`src/rtl/ptps_pkg.sv`:
```
// ----------------------------------------------------------------------------
// ptps_pkg
// types and constants shared by the clock servo modules
// ----------------------------------------------------------------------------
`default_nettype none

package ptps_pkg;

    localparam int OFFSET_W  = 63;
    localparam int TIME_W    = 62;
    localparam int WORD_W    = 32;
    localparam int DIV_W     = 31;
    localparam int THRESH_W  = 62;
    localparam int INTEG_W   = 18;
    localparam int MAG_W     = 64;
    localparam int DVD_W     = 96;
    localparam int CFG_IDX_W = 2;
    localparam int CFG_DAT_W = 62;

    localparam int DIV_STEPS = DVD_W / 2;
    localparam int CNT_W     = $clog2(DIV_STEPS);

    localparam logic [WORD_W-1:0]   BASE_ADDEND_RST = 32'd0;
    localparam logic [WORD_W-1:0]   SCALE_MULT_RST  = 32'd0;
    localparam logic [DIV_W-1:0]    SCALE_DIV_RST   = 31'd1000000;
    localparam logic [THRESH_W-1:0] STEP_THRESH_RST = 62'd100000000;
    localparam logic [DIV_W-1:0]    NS_PER_SEC      = 31'd1000000000;

    typedef enum logic [CFG_IDX_W-1:0] {
        REG_BASE_ADDEND = 2'd0,
        REG_SCALE_MULT  = 2'd1,
        REG_SCALE_DIV   = 2'd2,
        REG_STEP_THRESH = 2'd3
    } cfg_idx_t;

    typedef enum logic [2:0] {
        ST_IDLE,
        ST_PREP1,
        ST_PREP2,
        ST_MUL0,
        ST_MUL1,
        ST_MUL2,
        ST_DIV,
        ST_DONE
    } state_t;

    typedef enum logic [2:0] {
        OP_NONE,
        OP_LOAD,
        OP_PREP1,
        OP_PREP2,
        OP_MUL0,
        OP_MUL1,
        OP_MUL2,
        OP_DIV
    } dp_op_t;

    typedef struct packed {
        dp_op_t op;
        logic   load_out;
    } dp_cmd_t;

    typedef struct packed {
        logic div_done;
    } dp_stat_t;

endpackage

`default_nettype wire

```
`src/rtl/ptps_in_if.sv`:
```
// ----------------------------------------------------------------------------
// ptps_in_if
// measurement channel: offset and current clock time
// ----------------------------------------------------------------------------
`default_nettype none

interface ptps_in_if;
    logic                                   valid;
    logic                                   ready;
    logic signed [ptps_pkg::OFFSET_W-1:0]   time_offset;
    logic        [ptps_pkg::TIME_W-1:0]     current_time_ns;

    modport source (output valid, output time_offset, output current_time_ns, input ready);
    modport sink   (input valid, input time_offset, input current_time_ns, output ready);
    modport mon    (input valid, input time_offset, input current_time_ns, input ready);
endinterface

`default_nettype wire

```
`src/rtl/ptps_out_if.sv`:
```
// ----------------------------------------------------------------------------
// ptps_out_if
// update channel: step or slew word for the clock
// ----------------------------------------------------------------------------
`default_nettype none

interface ptps_out_if;
    logic                           valid;
    logic                           ready;
    logic                           is_step;
    logic [ptps_pkg::WORD_W-1:0]    addend_value;
    logic [ptps_pkg::WORD_W-1:0]    set_seconds;
    logic [ptps_pkg::WORD_W-1:0]    set_nanoseconds;

    modport source (output valid, output is_step, output addend_value,
                    output set_seconds, output set_nanoseconds, input ready);
    modport sink   (input valid, input is_step, input addend_value,
                    input set_seconds, input set_nanoseconds, output ready);
    modport mon    (input valid, input is_step, input addend_value,
                    input set_seconds, input set_nanoseconds, input ready);
endinterface

`default_nettype wire

```
`src/rtl/ptps_ctrl.sv`:
```
// ----------------------------------------------------------------------------
// ptps_ctrl
// sequencer for one servo update and output word handshake
// ----------------------------------------------------------------------------
`default_nettype none

module ptps_ctrl (
    input  wire logic               clk,
    input  wire logic               rst_n,
    input  wire logic               in_valid,
    output logic                    in_ready,
    output logic                    out_valid,
    input  wire logic               out_ready,
    input  wire ptps_pkg::dp_stat_t stat,
    output ptps_pkg::dp_cmd_t       cmd
);

    ptps_pkg::state_t state_reg, state_next;
    logic             out_valid_reg, out_valid_next;
    logic             out_free;

    assign out_free  = !out_valid_reg || out_ready;
    assign out_valid = out_valid_reg;

    always_ff @(posedge clk or negedge rst_n)
    begin
        if (!rst_n)
        begin
            state_reg     <= ptps_pkg::ST_IDLE;
            out_valid_reg <= 1'b0;
        end
        else
        begin
            state_reg     <= state_next;
            out_valid_reg <= out_valid_next;
        end
    end

    always_comb
    begin
        state_next = state_reg;
        case (state_reg)
            ptps_pkg::ST_IDLE:  if (in_valid) state_next = ptps_pkg::ST_PREP1;
            ptps_pkg::ST_PREP1: state_next = ptps_pkg::ST_PREP2;
            ptps_pkg::ST_PREP2: state_next = ptps_pkg::ST_MUL0;
            ptps_pkg::ST_MUL0:  state_next = ptps_pkg::ST_MUL1;
            ptps_pkg::ST_MUL1:  state_next = ptps_pkg::ST_MUL2;
            ptps_pkg::ST_MUL2:  state_next = ptps_pkg::ST_DIV;
            ptps_pkg::ST_DIV:   if (stat.div_done) state_next = ptps_pkg::ST_DONE;
            ptps_pkg::ST_DONE:  if (out_free) state_next = ptps_pkg::ST_IDLE;
            default:            state_next = ptps_pkg::ST_IDLE;
        endcase
    end

    always_comb
    begin
        in_ready     = 1'b0;
        cmd.op       = ptps_pkg::OP_NONE;
        cmd.load_out = 1'b0;
        case (state_reg)
            ptps_pkg::ST_IDLE:
            begin
                in_ready = 1'b1;
                if (in_valid) cmd.op = ptps_pkg::OP_LOAD;
            end
            ptps_pkg::ST_PREP1: cmd.op = ptps_pkg::OP_PREP1;
            ptps_pkg::ST_PREP2: cmd.op = ptps_pkg::OP_PREP2;
            ptps_pkg::ST_MUL0:  cmd.op = ptps_pkg::OP_MUL0;
            ptps_pkg::ST_MUL1:  cmd.op = ptps_pkg::OP_MUL1;
            ptps_pkg::ST_MUL2:  cmd.op = ptps_pkg::OP_MUL2;
            ptps_pkg::ST_DIV:   cmd.op = ptps_pkg::OP_DIV;
            ptps_pkg::ST_DONE:  cmd.load_out = out_free;
            default:            cmd.op = ptps_pkg::OP_NONE;
        endcase
    end

    always_comb
    begin
        out_valid_next = out_valid_reg;
        if (cmd.load_out)
            out_valid_next = 1'b1;
        else if (out_ready)
            out_valid_next = 1'b0;
    end

endmodule

`default_nettype wire

```
`src/rtl/ptps_dp.sv`:
```
// ----------------------------------------------------------------------------
// ptps_dp
// servo datapath: config registers, pi terms, shared multiplier and divider
// ----------------------------------------------------------------------------
`default_nettype none

module ptps_dp #(
    parameter int KP_SHIFT         = 2,
    parameter int KI_SHIFT         = 7,
    parameter int INTEGRATOR_LIMIT = 100000
) (
    input  wire logic                                   clk,
    input  wire logic                                   rst_n,
    input  wire logic                                   cfg_we,
    input  wire logic [ptps_pkg::CFG_IDX_W-1:0]         cfg_index,
    input  wire logic [ptps_pkg::CFG_DAT_W-1:0]         cfg_data,
    input  wire logic signed [ptps_pkg::OFFSET_W-1:0]   time_offset,
    input  wire logic [ptps_pkg::TIME_W-1:0]            current_time_ns,
    input  wire ptps_pkg::dp_cmd_t                      cmd,
    output ptps_pkg::dp_stat_t                          stat,
    output logic                                        is_step,
    output logic [ptps_pkg::WORD_W-1:0]                 addend_value,
    output logic [ptps_pkg::WORD_W-1:0]                 set_seconds,
    output logic [ptps_pkg::WORD_W-1:0]                 set_nanoseconds
);

    localparam logic signed [63:0] LIM_POS = 64'(INTEGRATOR_LIMIT);
    localparam logic signed [63:0] LIM_NEG = -64'(INTEGRATOR_LIMIT);

    // configuration
    logic        [ptps_pkg::WORD_W-1:0]   base_reg;
    logic signed [ptps_pkg::WORD_W-1:0]   mult_reg;
    logic        [ptps_pkg::DIV_W-1:0]    sdiv_reg;
    logic        [ptps_pkg::THRESH_W-1:0] thr_reg;

    always_ff @(posedge clk or negedge rst_n)
    begin
        if (!rst_n)
        begin
            base_reg <= ptps_pkg::BASE_ADDEND_RST;
            mult_reg <= ptps_pkg::SCALE_MULT_RST;
            sdiv_reg <= ptps_pkg::SCALE_DIV_RST;
            thr_reg  <= ptps_pkg::STEP_THRESH_RST;
        end
        else if (cfg_we)
        begin
            case (ptps_pkg::cfg_idx_t'(cfg_index))
                ptps_pkg::REG_BASE_ADDEND: base_reg <= cfg_data[ptps_pkg::WORD_W-1:0];
                ptps_pkg::REG_SCALE_MULT:  mult_reg <= cfg_data[ptps_pkg::WORD_W-1:0];
                ptps_pkg::REG_SCALE_DIV:   sdiv_reg <= cfg_data[ptps_pkg::DIV_W-1:0];
                ptps_pkg::REG_STEP_THRESH: thr_reg  <= cfg_data[ptps_pkg::THRESH_W-1:0];
                default:                   base_reg <= base_reg;
            endcase
        end
    end

    // integrator
    logic signed [ptps_pkg::INTEG_W-1:0] integ_reg, integ_next;

    always_ff @(posedge clk or negedge rst_n)
    begin
        if (!rst_n)
            integ_reg <= '0;
        else
            integ_reg <= integ_next;
    end

    // working registers
    logic signed [ptps_pkg::OFFSET_W-1:0] off_reg;
    logic        [ptps_pkg::TIME_W-1:0]   now_reg;
    logic                                 step_reg;
    logic signed [ptps_pkg::INTEG_W-1:0]  acc_reg;
    logic signed [63:0]                   ch_reg;
    logic        [ptps_pkg::MAG_W-1:0]    mag_reg;
    logic                                 neg_reg;
    logic        [ptps_pkg::WORD_W-1:0]   mm_reg;
    logic        [ptps_pkg::DIV_W-1:0]    dv_reg;
    logic        [63:0]                   pl_reg;
    logic        [63:0]                   ph_reg;
    logic        [ptps_pkg::DVD_W-1:0]    dvd_reg;
    logic        [ptps_pkg::DIV_W-1:0]    rem_reg;
    logic        [ptps_pkg::WORD_W-1:0]   quo_reg;
    logic        [ptps_pkg::CNT_W-1:0]    cnt_reg;

    // pi terms
    logic        [ptps_pkg::OFFSET_W-1:0] mag_off;
    logic signed [63:0]                   acc_w;
    logic signed [63:0]                   acc_c;
    logic signed [63:0]                   total;
    logic signed [63:0]                   ch_w;
    logic        [ptps_pkg::WORD_W-1:0]   mult_mag;
    logic        [ptps_pkg::DIV_W-1:0]    dv_sel;

    assign mag_off  = off_reg[ptps_pkg::OFFSET_W-1] ? ptps_pkg::OFFSET_W'(-off_reg)
                                                    : ptps_pkg::OFFSET_W'(off_reg);
    assign acc_w    = 64'(integ_reg) + 64'(off_reg >>> KI_SHIFT);
    assign acc_c    = (acc_w > LIM_POS) ? LIM_POS : ((acc_w < LIM_NEG) ? LIM_NEG : acc_w);
    assign ch_w     = $signed({2'b00, now_reg}) + 64'(off_reg);
    assign total    = 64'(off_reg >>> KP_SHIFT) + 64'(acc_reg);
    assign mult_mag = mult_reg[ptps_pkg::WORD_W-1] ? ptps_pkg::WORD_W'(-mult_reg)
                                                   : ptps_pkg::WORD_W'(mult_reg);
    assign dv_sel   = (sdiv_reg == '0) ? ptps_pkg::DIV_W'(1) : sdiv_reg;

    // shared multiplier
    logic [ptps_pkg::WORD_W-1:0] mul_a;
    logic [63:0]                 prod;

    assign mul_a = (cmd.op == ptps_pkg::OP_MUL1) ? mag_reg[63:32] : mag_reg[31:0];
    assign prod  = mul_a * mm_reg;

    // radix-4 restoring divider step
    logic [ptps_pkg::WORD_W-1:0] r1, r2;
    logic [ptps_pkg::DIV_W-1:0]  rem1, rem2;
    logic                        qb1, qb2;

    always_comb
    begin
        r1   = {rem_reg, dvd_reg[ptps_pkg::DVD_W-1]};
        qb1  = (r1 >= {1'b0, dv_reg});
        rem1 = qb1 ? ptps_pkg::DIV_W'(r1 - {1'b0, dv_reg}) : r1[ptps_pkg::DIV_W-1:0];
        r2   = {rem1, dvd_reg[ptps_pkg::DVD_W-2]};
        qb2  = (r2 >= {1'b0, dv_reg});
        rem2 = qb2 ? ptps_pkg::DIV_W'(r2 - {1'b0, dv_reg}) : r2[ptps_pkg::DIV_W-1:0];
    end

    assign stat.div_done = (cnt_reg == ptps_pkg::CNT_W'(ptps_pkg::DIV_STEPS - 1));

    always_comb
    begin
        integ_next = integ_reg;
        if (cmd.op == ptps_pkg::OP_PREP2)
            integ_next = step_reg ? '0 : acc_reg;
    end

    always_ff @(posedge clk)
    begin
        case (cmd.op)
            ptps_pkg::OP_LOAD:
            begin
                off_reg <= time_offset;
                now_reg <= current_time_ns;
            end
            ptps_pkg::OP_PREP1:
            begin
                step_reg <= (mag_off > {1'b0, thr_reg});
                acc_reg  <= ptps_pkg::INTEG_W'(acc_c);
                ch_reg   <= ch_w;
            end
            ptps_pkg::OP_PREP2:
            begin
                if (step_reg)
                begin
                    mag_reg <= ch_reg[63] ? 64'(-ch_reg) : 64'(ch_reg);
                    neg_reg <= ch_reg[63];
                    mm_reg  <= ptps_pkg::WORD_W'(1);
                    dv_reg  <= ptps_pkg::NS_PER_SEC;
                end
                else
                begin
                    mag_reg <= total[63] ? 64'(-total) : 64'(total);
                    neg_reg <= total[63] ^ mult_reg[ptps_pkg::WORD_W-1];
                    mm_reg  <= mult_mag;
                    dv_reg  <= dv_sel;
                end
            end
            ptps_pkg::OP_MUL0: pl_reg <= prod;
            ptps_pkg::OP_MUL1: ph_reg <= prod;
            ptps_pkg::OP_MUL2:
            begin
                dvd_reg <= {ph_reg, 32'd0} + {32'd0, pl_reg};
                rem_reg <= '0;
                quo_reg <= '0;
                cnt_reg <= '0;
            end
            ptps_pkg::OP_DIV:
            begin
                dvd_reg <= {dvd_reg[ptps_pkg::DVD_W-3:0], 2'b00};
                rem_reg <= rem2;
                quo_reg <= {quo_reg[ptps_pkg::WORD_W-3:0], qb1, qb2};
                cnt_reg <= cnt_reg + ptps_pkg::CNT_W'(1);
            end
            default: cnt_reg <= cnt_reg;
        endcase
    end

    // result word
    logic [ptps_pkg::WORD_W-1:0] q_s, r_s;

    assign q_s = neg_reg ? ptps_pkg::WORD_W'(-quo_reg) : quo_reg;
    assign r_s = neg_reg ? ptps_pkg::WORD_W'(-{1'b0, rem_reg}) : {1'b0, rem_reg};

    always_ff @(posedge clk)
    begin
        if (cmd.load_out)
        begin
            is_step <= step_reg;
            if (step_reg)
            begin
                addend_value    <= '0;
                set_seconds     <= q_s;
                set_nanoseconds <= r_s;
            end
            else
            begin
                addend_value    <= base_reg + q_s;
                set_seconds     <= '0;
                set_nanoseconds <= '0;
            end
        end
    end

endmodule

`default_nettype wire

```
`src/rtl/ptp_clock_pi_servo.sv`:
```
// ----------------------------------------------------------------------------
// ptp_clock_pi_servo
// proportional-integral servo for a hardware nanosecond clock
// ----------------------------------------------------------------------------
// Each measurement word gives one update word. An offset beyond the step
// threshold yields a step (time split into seconds and nanoseconds, integrator
// cleared); otherwise a slew addend is produced. An update passes through the
// set-up steps PREP1, PREP2, MUL0, MUL1 and MUL2 for the pi terms and two 32x32
// partial products, a two-bit-per-cycle restoring divider over the 96-bit
// product, which is shared with the seconds split, and a final step that loads
// the output register once it is free. No measurement is taken during an
// update; the next one can be accepted in the cycle after that load, and it is
// taken even while a finished update waits on the output.
`default_nettype none

module ptp_clock_pi_servo #(
    parameter int KP_SHIFT         = 2,
    parameter int KI_SHIFT         = 7,
    parameter int INTEGRATOR_LIMIT = 100000
) (
    input  wire logic                           clk,
    input  wire logic                           rst_n,
    input  wire logic                           cfg_we,
    input  wire logic [ptps_pkg::CFG_IDX_W-1:0] cfg_index,
    input  wire logic [ptps_pkg::CFG_DAT_W-1:0] cfg_data,
    ptps_in_if.sink                             meas,
    ptps_out_if.source                          upd
);

    ptps_pkg::dp_cmd_t  cmd;
    ptps_pkg::dp_stat_t stat;

    ptps_ctrl u_ctrl (
        .clk       (clk),
        .rst_n     (rst_n),
        .in_valid  (meas.valid),
        .in_ready  (meas.ready),
        .out_valid (upd.valid),
        .out_ready (upd.ready),
        .stat      (stat),
        .cmd       (cmd)
    );

    ptps_dp #(
        .KP_SHIFT         (KP_SHIFT),
        .KI_SHIFT         (KI_SHIFT),
        .INTEGRATOR_LIMIT (INTEGRATOR_LIMIT)
    ) u_dp (
        .clk             (clk),
        .rst_n           (rst_n),
        .cfg_we          (cfg_we),
        .cfg_index       (cfg_index),
        .cfg_data        (cfg_data),
        .time_offset     (meas.time_offset),
        .current_time_ns (meas.current_time_ns),
        .cmd             (cmd),
        .stat            (stat),
        .is_step         (upd.is_step),
        .addend_value    (upd.addend_value),
        .set_seconds     (upd.set_seconds),
        .set_nanoseconds (upd.set_nanoseconds)
    );

endmodule

`default_nettype wire

```
`src/flat_wrapper.sv`:
```
// flat-port wrapper written by rule: the top's interface ports become plain ports
module ptp_clock_pi_servo_flat 
#(
    parameter int KP_SHIFT         = 2,
    parameter int KI_SHIFT         = 7,
    parameter int INTEGRATOR_LIMIT = 100000
)
  (clk, rst_n, cfg_we, cfg_index, cfg_data, meas_valid, meas_time_offset, meas_current_time_ns, meas_ready, upd_valid, upd_is_step, upd_addend_value, upd_set_seconds, upd_set_nanoseconds, upd_ready);
  ptps_in_if meas_i ();
  ptps_out_if upd_i ();
  input  wire logic clk;
  input  wire logic rst_n;
  input  wire logic cfg_we;
  input  wire logic [ptps_pkg::CFG_IDX_W-1:0] cfg_index;
  input  wire logic [ptps_pkg::CFG_DAT_W-1:0] cfg_data;
  input wire logic [$bits(meas_i.valid)-1:0] meas_valid;
  input wire logic [$bits(meas_i.time_offset)-1:0] meas_time_offset;
  input wire logic [$bits(meas_i.current_time_ns)-1:0] meas_current_time_ns;
  output wire logic [$bits(meas_i.ready)-1:0] meas_ready;
  output wire logic [$bits(upd_i.valid)-1:0] upd_valid;
  output wire logic [$bits(upd_i.is_step)-1:0] upd_is_step;
  output wire logic [$bits(upd_i.addend_value)-1:0] upd_addend_value;
  output wire logic [$bits(upd_i.set_seconds)-1:0] upd_set_seconds;
  output wire logic [$bits(upd_i.set_nanoseconds)-1:0] upd_set_nanoseconds;
  input wire logic [$bits(upd_i.ready)-1:0] upd_ready;
  assign meas_i.valid = meas_valid;
  assign meas_i.time_offset = meas_time_offset;
  assign meas_i.current_time_ns = meas_current_time_ns;
  assign meas_ready = meas_i.ready;
  assign upd_valid = upd_i.valid;
  assign upd_is_step = upd_i.is_step;
  assign upd_addend_value = upd_i.addend_value;
  assign upd_set_seconds = upd_i.set_seconds;
  assign upd_set_nanoseconds = upd_i.set_nanoseconds;
  assign upd_i.ready = upd_ready;
  ptp_clock_pi_servo #(.KP_SHIFT(KP_SHIFT), .KI_SHIFT(KI_SHIFT), .INTEGRATOR_LIMIT(INTEGRATOR_LIMIT)) u_core (.clk(clk), .rst_n(rst_n), .cfg_we(cfg_we), .cfg_index(cfg_index), .cfg_data(cfg_data), .meas(meas_i), .upd(upd_i));
endmodule
```
`config.mk`:
```
export PLATFORM = sky130hd
export DESIGN_NAME = ptp_clock_pi_servo_flat
export DESIGN_NICKNAME = d
export VERILOG_FILES = /design/src/rtl/ptps_pkg.sv /design/src/rtl/ptps_in_if.sv /design/src/rtl/ptps_out_if.sv /design/src/rtl/ptps_ctrl.sv /design/src/rtl/ptps_dp.sv /design/src/rtl/ptp_clock_pi_servo.sv /design/src/flat_wrapper.sv
export SDC_FILE = /design/constraint.sdc
export NUM_CORES = 2
export LEC_CHECK = 0
export ABC_AREA = 1
export ABC_CLOCK_PERIOD_IN_PS = 29100
export BUFFER_PORTS_ARGS = -buffer_cell sky130_fd_sc_hd__buf_2
export CELL_PAD_IN_SITES_DETAIL_PLACEMENT = 0
export CELL_PAD_IN_SITES_GLOBAL_PLACEMENT = 2
export CORE_ASPECT_RATIO = 1.25
export CORE_MARGIN = 2
export CORE_UTILIZATION = 42
export CTS_CLUSTER_DIAMETER = 40
export DETAILED_ROUTE_END_ITERATION = 10
export PLACE_DENSITY = 0.95
export RECOVER_POWER = 50
export SLEW_MARGIN = 40
export SYNTH_ARGS = -nofsm -noshare
export SYNTH_HDL_FRONTEND = slang
export SYNTH_SLANG_ARGS = --single-unit
```
`constraint.sdc`:
```
create_clock -name clk -period 29.1 [get_ports clk]
set_input_delay 4.365 -clock clk [delete_from_list [all_inputs] [get_ports clk]]
set_output_delay 4.365 -clock clk [all_outputs]
set_load 0.02 [all_outputs]
```
# Yosys cells after proc, flatten, opt, wreduce, memory -nomap -nowiden
# Index checks and enable logic that the tools add are counted.
# word_totals
ff_bits	905
latchBits	0
ram_bits	0
rom_bits	0
inputBits	194
wordCells	117
mem_count	0
# classes
add_sub_neg	14
n_mul	1
div	0
n_lt_le_gt_ge	5
n_eq_ne	21
shifts	0
mux	28
bitwise_logic	2
reduce_logical	16
# op_table
op	count
two-way mux 64 bit	3
case mux 96 bit (2 select lines)	1
two-way mux 31 bit	4
adder 96 x 64 -> 96 bit	1
adder 63 x 63 -> 64 bit	1
greater-or-equal comparator 32 x 31 -> 1 bit	2
multiplier 32 x 32 -> 64 bit	1
two-way mux 32 bit	2
negator 32 bit	2
negator 62 -> 64 bit	1
negator 64 bit	1
case mux 32 bit (2 select lines)	1
> comparator 63 x 62 -> 1 bit	1
two-way mux 63 bit	1
negator 63 bit	1
adder 61 x 18 -> 62 bit	1
case mux 31 bit (2 select lines)	1
subtractor 31 bit	2
adder 18 x 56 -> 57 bit	1
> comparator 57 x 18 -> 1 bit (second input constant)	1
less-than comparator 57 x 18 -> 1 bit (second input constant)	1
two-way mux 18 bit	2
adder 32 bit	1
negator 31 -> 32 bit	1
26 further kinds	53

# Logic depth before layout (Yosys ltp)
# depth
ltp_word	5
mapped_depth	38
depth_no_buf	35

# Cells and area by module
# From an unflattened synthesis, not the netlist that was laid out.
# unflattened
hier_cells	12491
area_unflattened_um2	96715.3
# modules_own_cells
mod	instances	cells_each	area_each_um2	seq_area_each_um2
ptps_dp	1	12454	96455.0	26203.9
ptps_ctrl	1	37	260.2	100.1

# Worst setup path after synthesis
# No wires, ideal clock.
# synth_path
path_type	input-to-reg
from	input meas_valid
to	register u_core.u_dp.now_reg[0] in the netlist's numbering, enable pin
t_arrival_ns	9.553
required_time_ns	28.489
setup_slack_ns	18.936
stages	2
path_buffers	0
path_cell_list	inv_1 nor2_1
# synth_via
elab_chain_cells	3
# synth_lines
item	line_no	text
start, declared	flat_wrapper.sv:16	input wire logic [$bits(meas_i.valid)-1:0] meas_valid;
two-way mux 1 bit	ptps_ctrl.sv:64	if (in_valid) cmd.op = ptps_pkg::OP_LOAD;
case mux 3 bit (7 select lines)	ptps_ctrl.sv:60	case (state_reg)
== test 3 x 1 -> 1 bit	ptps_dp.sv:137	case (cmd.op)
end signal, assigned	ptps_dp.sv:141	now_reg <= current_time_ns;
end, declared	ptps_dp.sv:70	logic [ptps_pkg::TIME_W-1:0] now_reg;
# Every way passes these cells.
# A chain may end at the register's enable or synchronous reset.

# Final worst setup path
# layout_path
from	register u_core.u_ctrl.state_reg[2]
to	register u_core.u_dp.ph_reg[61], data pin
# layout_via
elab_chain_cells	5
# layout_lines
item	line_no	text
start, declared	ptps_ctrl.sv:18	ptps_pkg::state_t state_reg, state_next;
start signal, assigned	ptps_ctrl.sv:29	state_reg <= ptps_pkg::ST_IDLE;
start signal, assigned	ptps_ctrl.sv:34	state_reg <= state_next;
== test 3 bit (tied with other cells)	ptps_ctrl.sv:60	
case mux 3 bit (7 select lines) (*)	ptps_ctrl.sv:60	
== test 3 bit (*)	ptps_dp.sv:108	assign mul_a = (cmd.op == ptps_pkg::OP_MUL1) ? mag_reg[63:32] : mag_reg[31:0];
two-way mux 32 bit (*)	ptps_dp.sv:108	
multiplier 32 x 32 -> 64 bit (*)	ptps_dp.sv:109	assign prod = mul_a * mm_reg;
net u_core.u_dp.prod[61]	ptps_dp.sv:106	logic [63:0] prod;
end signal, assigned	ptps_dp.sv:167	ptps_pkg::OP_MUL1: ph_reg <= prod;
end, declared	ptps_dp.sv:79	logic [63:0] ph_reg;
# Mark *: on every way through the listed nets, which the timed path passes. The rest lies on a longest branch.

==> reports/qor_table.md <==
| Result | Value | Unit |
|:---|:---|:---|
| Post-CTS clock slew at the launch and capture registers of the worst setup and hold paths | 60 | ps |
| Skew-Pair Late Insertion Delay | 860 | ps |
| Critical Path Sink Type | flip-flop | - |
| Synthesis-to-layout area growth | 11.2 | % |
| Worst setup SP type | flip-flop | - |
| Destination of the worst register-to-register timing path | u_core.u_dp.ph_reg[61] | - |
| Total clock buffers created by CTS | 159 | - |
| Count of yosys warnings during synthesis | 0 | - |
| DRT iter0 DRCs | 6592 | - |
| Number of global-route vias before repair | 88.3k | - |
| Residual DRC count | 0 | - |
| Storage cell area | 0.0263 | sq mm |
| Cells taking the most area after synthesis | edfxtp_1 23%, fa_1 19%, nand2_1 11% | - |
| Count of flip-flops with a built-in enable after synthesis | 726 | - |
| RR Startpoint | u_core.u_ctrl.state_reg[2] | - |
| Number of rows created at floorplan | 196 | - |
| Maximum capacitance violations | 19 | - |
| Number of library cell types mapped by synthesis | 66 | - |
| Number of fillers in the final layout | 22.8k | - |
| Proportion of synthesized flip-flops having asynchronous set or reset | 19.8 | % |
| Setup repair bufs after CTS | 0 | - |
| Fmax achieved | 69.9 | MHz |
| Share of the yosys chip area belonging to registers | 27.3 | % |
| Standard cell core area | 0.228 | sq mm |
| Syn nets | 14.2k | - |
| Most common cell on crit path | fa_1 | - |
| Highest cell delay on the worst timing path | 3040 | ps |
| Maximum number of pins on one net before global-route repair | 113 | - |
| Area after DPL | 0.102 | sq mm |
| Die Outline Area | 0.234 | sq mm |
| Weighted congestion reported at the end of routability-driven placement | 0.988 | - |
| Worst R2R Path Depth | 29 | - |
| # IOs | 293 | - |
| Min Clock Period, post-route | 14310 | ps |
| Number of buffers added on ports | 292 | - |
| Register bit count reported by yosys | 905 | - |
| Total Routed Length | 400000 | um |
| Final core utilization | 47.0 | % |
| Starting Density | 42.3 | % |
| Antenna violations before repair | 22 | - |
| Category of the critical setup timing path | reg2reg | - |
| Number of routed nets with antenna violations | 0 | - |
| Overflow left after global routing | 0 | - |
| Cts hold-fix bufs | 0 | - |
| Required time of the worst setup path | 29650 | ps |
| Multi-input combinational cell area | 0.0602 | sq mm |
| Number of resized instances in the post-cts repair step | 0 | - |
| Start point of the worst hold path | u_core.u_dp.pl_reg[0] | - |
| Syn Area/Cell | 7.71 | sq um |
| Total routing usage reported by global routing | 33.9 | % |
| Total count of max-transition violations in the final report | 1020 | - |
| Final count of negative-setup-slack endpoints | 0 | - |
| Synthesized netlist cell count | 12.5k | - |
| Top cell type's share of synthesized area | 22.6 | % |
| Transition time at the pin with the least slew margin | 4750 | ps |
| Setup Skew | 72.0 | ps |
| TritonCTS clock tree | done | - |
| Total vias in the final route | 86.7k | - |
| TNS Setup | 0 | ps |
| Critical Path Slowest Stage Cell | clkbuf_1 | - |
| Count of TritonRoute iterations in the first routing pass | 9 | - |
| Setup repair after global routing missed its margin | false | - |
| FF-to-FF setup slack | 14790 | ps |
| First-pass GRT wire length | 578000 | um |
| Hold Path Cell Cnt | 2 | - |
| Num Clock Sinks | 905 | - |
| Number of nets in the final layout | 14.5k | - |
| Failing checks | capacitance limit, slew limit | - |
| Class of the tightest hold or removal check | reg2reg | - |
| Number of H-tree branching levels | 4 | - |
| Max clock buf depth | 4 | - |
| Number of vias per cell after detailed routing | 5.42 | - |
| Detailed-placement wirelength estimate | 328000 | um |
| Finished Cell Area | 0.107 | sq mm |
| Die height | 540 | um |
| Die extent in x | 433 | um |
| Number of flip-flops in the largest register | 96 | - |
| Critical-path maximum fanout | 71 | - |
| Worst path arrival time | 14860 | ps |
| Library cell occupying the most area in the post-synthesis netlist | edfxtp_1 | - |
| Hold violation total from the final report | 0 | - |
| Prevailing post-synth register cell | edfxtp_1 | - |
| Buffer cell driving the clock tree root | clkbuf_16 | - |
| Post-synth design cell area | 0.0965 | sq mm |
| Slew headroom | -217 | % |
| Wire length per cell | 25.0 | um |
| Worst min-delay path endpoint | u_core.u_dp.dvd_reg[0] | - |
| Layout cell share with drive strength beyond 1 | 6.89 | % |
| Run status | finished with violations | - |
| Period utilization | 49.2 | % |
## placed cells by master, fill, tap and decap left out, types with 24 or more instances in the layout
cell type,count
inv_1,2303
a31oi_1,104
o21a_1,36
ha_1,636
o21ai_0,638
buf_4,118
nand4_1,104
fa_1,903
o21bai_1,40
xnor2_1,123
buf_2,286
xor2_1,185
clkbuf_16,162
o21ai_1,29
a21oi_1,652
nand3b_1,30
nor2_1,1586
nor3_1,175
clkinv_1,24
nand2_1,2863
or2_2,50
o21ai_2,28
a21o_1,30
dfrtp_1,160
edfxtp_1,726
nor4_1,58
clkbuf_1,33
inv_2,25
nand3_1,446
## stage by stage
stage	cells	hold slack, ps	setup WS (ps)
6_report	16000	480	14790
5_1_grt	16000	500	14070
3_5_place_dp	15700	474	18170
4_1_cts	16000	479	18110
2_1_floorplan	12500	453	18940
3_3_place_gp	15700	468	18050
## logic make-up (layout without fill, tap and decap cells)
| group | count (synthesis) | in the layout | share of synthesized area, % |
|---|---|---|---|
| and+or+nand+nor | 5405 | 5405 | 22.9 |
| AOI/OAI and AO/OA | 1684 | 1684 | 9.56 |
| DFF | 905 | 905 | 27.3 |
| muxes | 1 | 1 | 0.0104 |
| other | 0 | 18 | 0 |
| adders and majority gates | 1539 | 1539 | 27.0 |
| buffers and inverters | 2672 | 3073 | 10.5 |
| xor gates and xnor gates | 308 | 308 | 2.80 |
## cells in the mapped netlist (22+ instances only)
master	instances
a21boi_0	23
a21o_1	30
a21oi_1	654
a31oi_1	104
clkbuf_1	280
dfrtp_1	160
edfxtp_1	726
fa_1	903
ha_1	636
inv_1	2307
inv_2	22
nand2_1	2864
nand3_1	450
nand3b_1	30
nand4_1	104
nor2_1	1590
nor3_1	174
nor4_1	58
o21a_1	36
o21ai_0	646
o21ai_1	42
o21bai_1	40
or2_2	51
xnor2_1	123
xor2_1	185
## how the worst max path moves through the flow
stage / from / to / slack (ps) / cells past startpoint
after floorplan: meas_valid / u_core.u_dp.now_reg[0] / 18940 / 2
after global placement: u_core.u_ctrl.state_reg[2] / u_core.u_dp.ph_reg[59] / 18050 / 34
after detailed placement: u_core.u_ctrl.state_reg[2] / u_core.u_dp.pl_reg[59] / 18170 / 34
after CTS: u_core.u_ctrl.state_reg[2] / u_core.u_dp.pl_reg[59] / 18110 / 34
after global routing: u_core.u_ctrl.state_reg[2] / u_core.u_dp.ph_reg[61] / 14070 / 29
final: u_core.u_ctrl.state_reg[2] / u_core.u_dp.ph_reg[61] / 14790 / 29
## cell type report
cell class                 instances  area share [%]
timing repair buffer             442            2.43
clock inverter                   107            1.19
inverter                        2349            8.23
antenna                           18          0.0420
sequential                       905            24.5
multi-input combinational       8937            56.2
clock buffer                     175            3.84
tap                             3069            3.58
## worst max-delay path, delay by kind of cell, from the launching register on
kind | cells | cell delay, ps
AO/OA/AOI/OAI | 3 | 920
XOR/XNOR | 1 | 220
adder cells (fa/ha/maj) | 9 | 4730
buffers and inverters | 8 | 5440
flip-flops | 1 | 770
AND/OR/NAND/NOR | 8 | 1790
## routing by layer
| metal | wire [um] | global-route usage, % | vias up | part of all wire, % |
|---|---|---|---|---|
| met5 | 38 | 0 | - | 0.0095 |
| met4 | 33500 | 23.4 | 6 | 8.4 |
| met3 | 21500 | 4.33 | 1117 | 5.4 |
| met2 | 196000 | 58.7 | 3232 | 49 |
| met1 | 149000 | 38.7 | 42100 | 37 |
| li1 | - | - | 40200 | - |
Power is not shown: default switching activity piles up to over one toggle a cycle in this logic, so the estimate is an artifact.
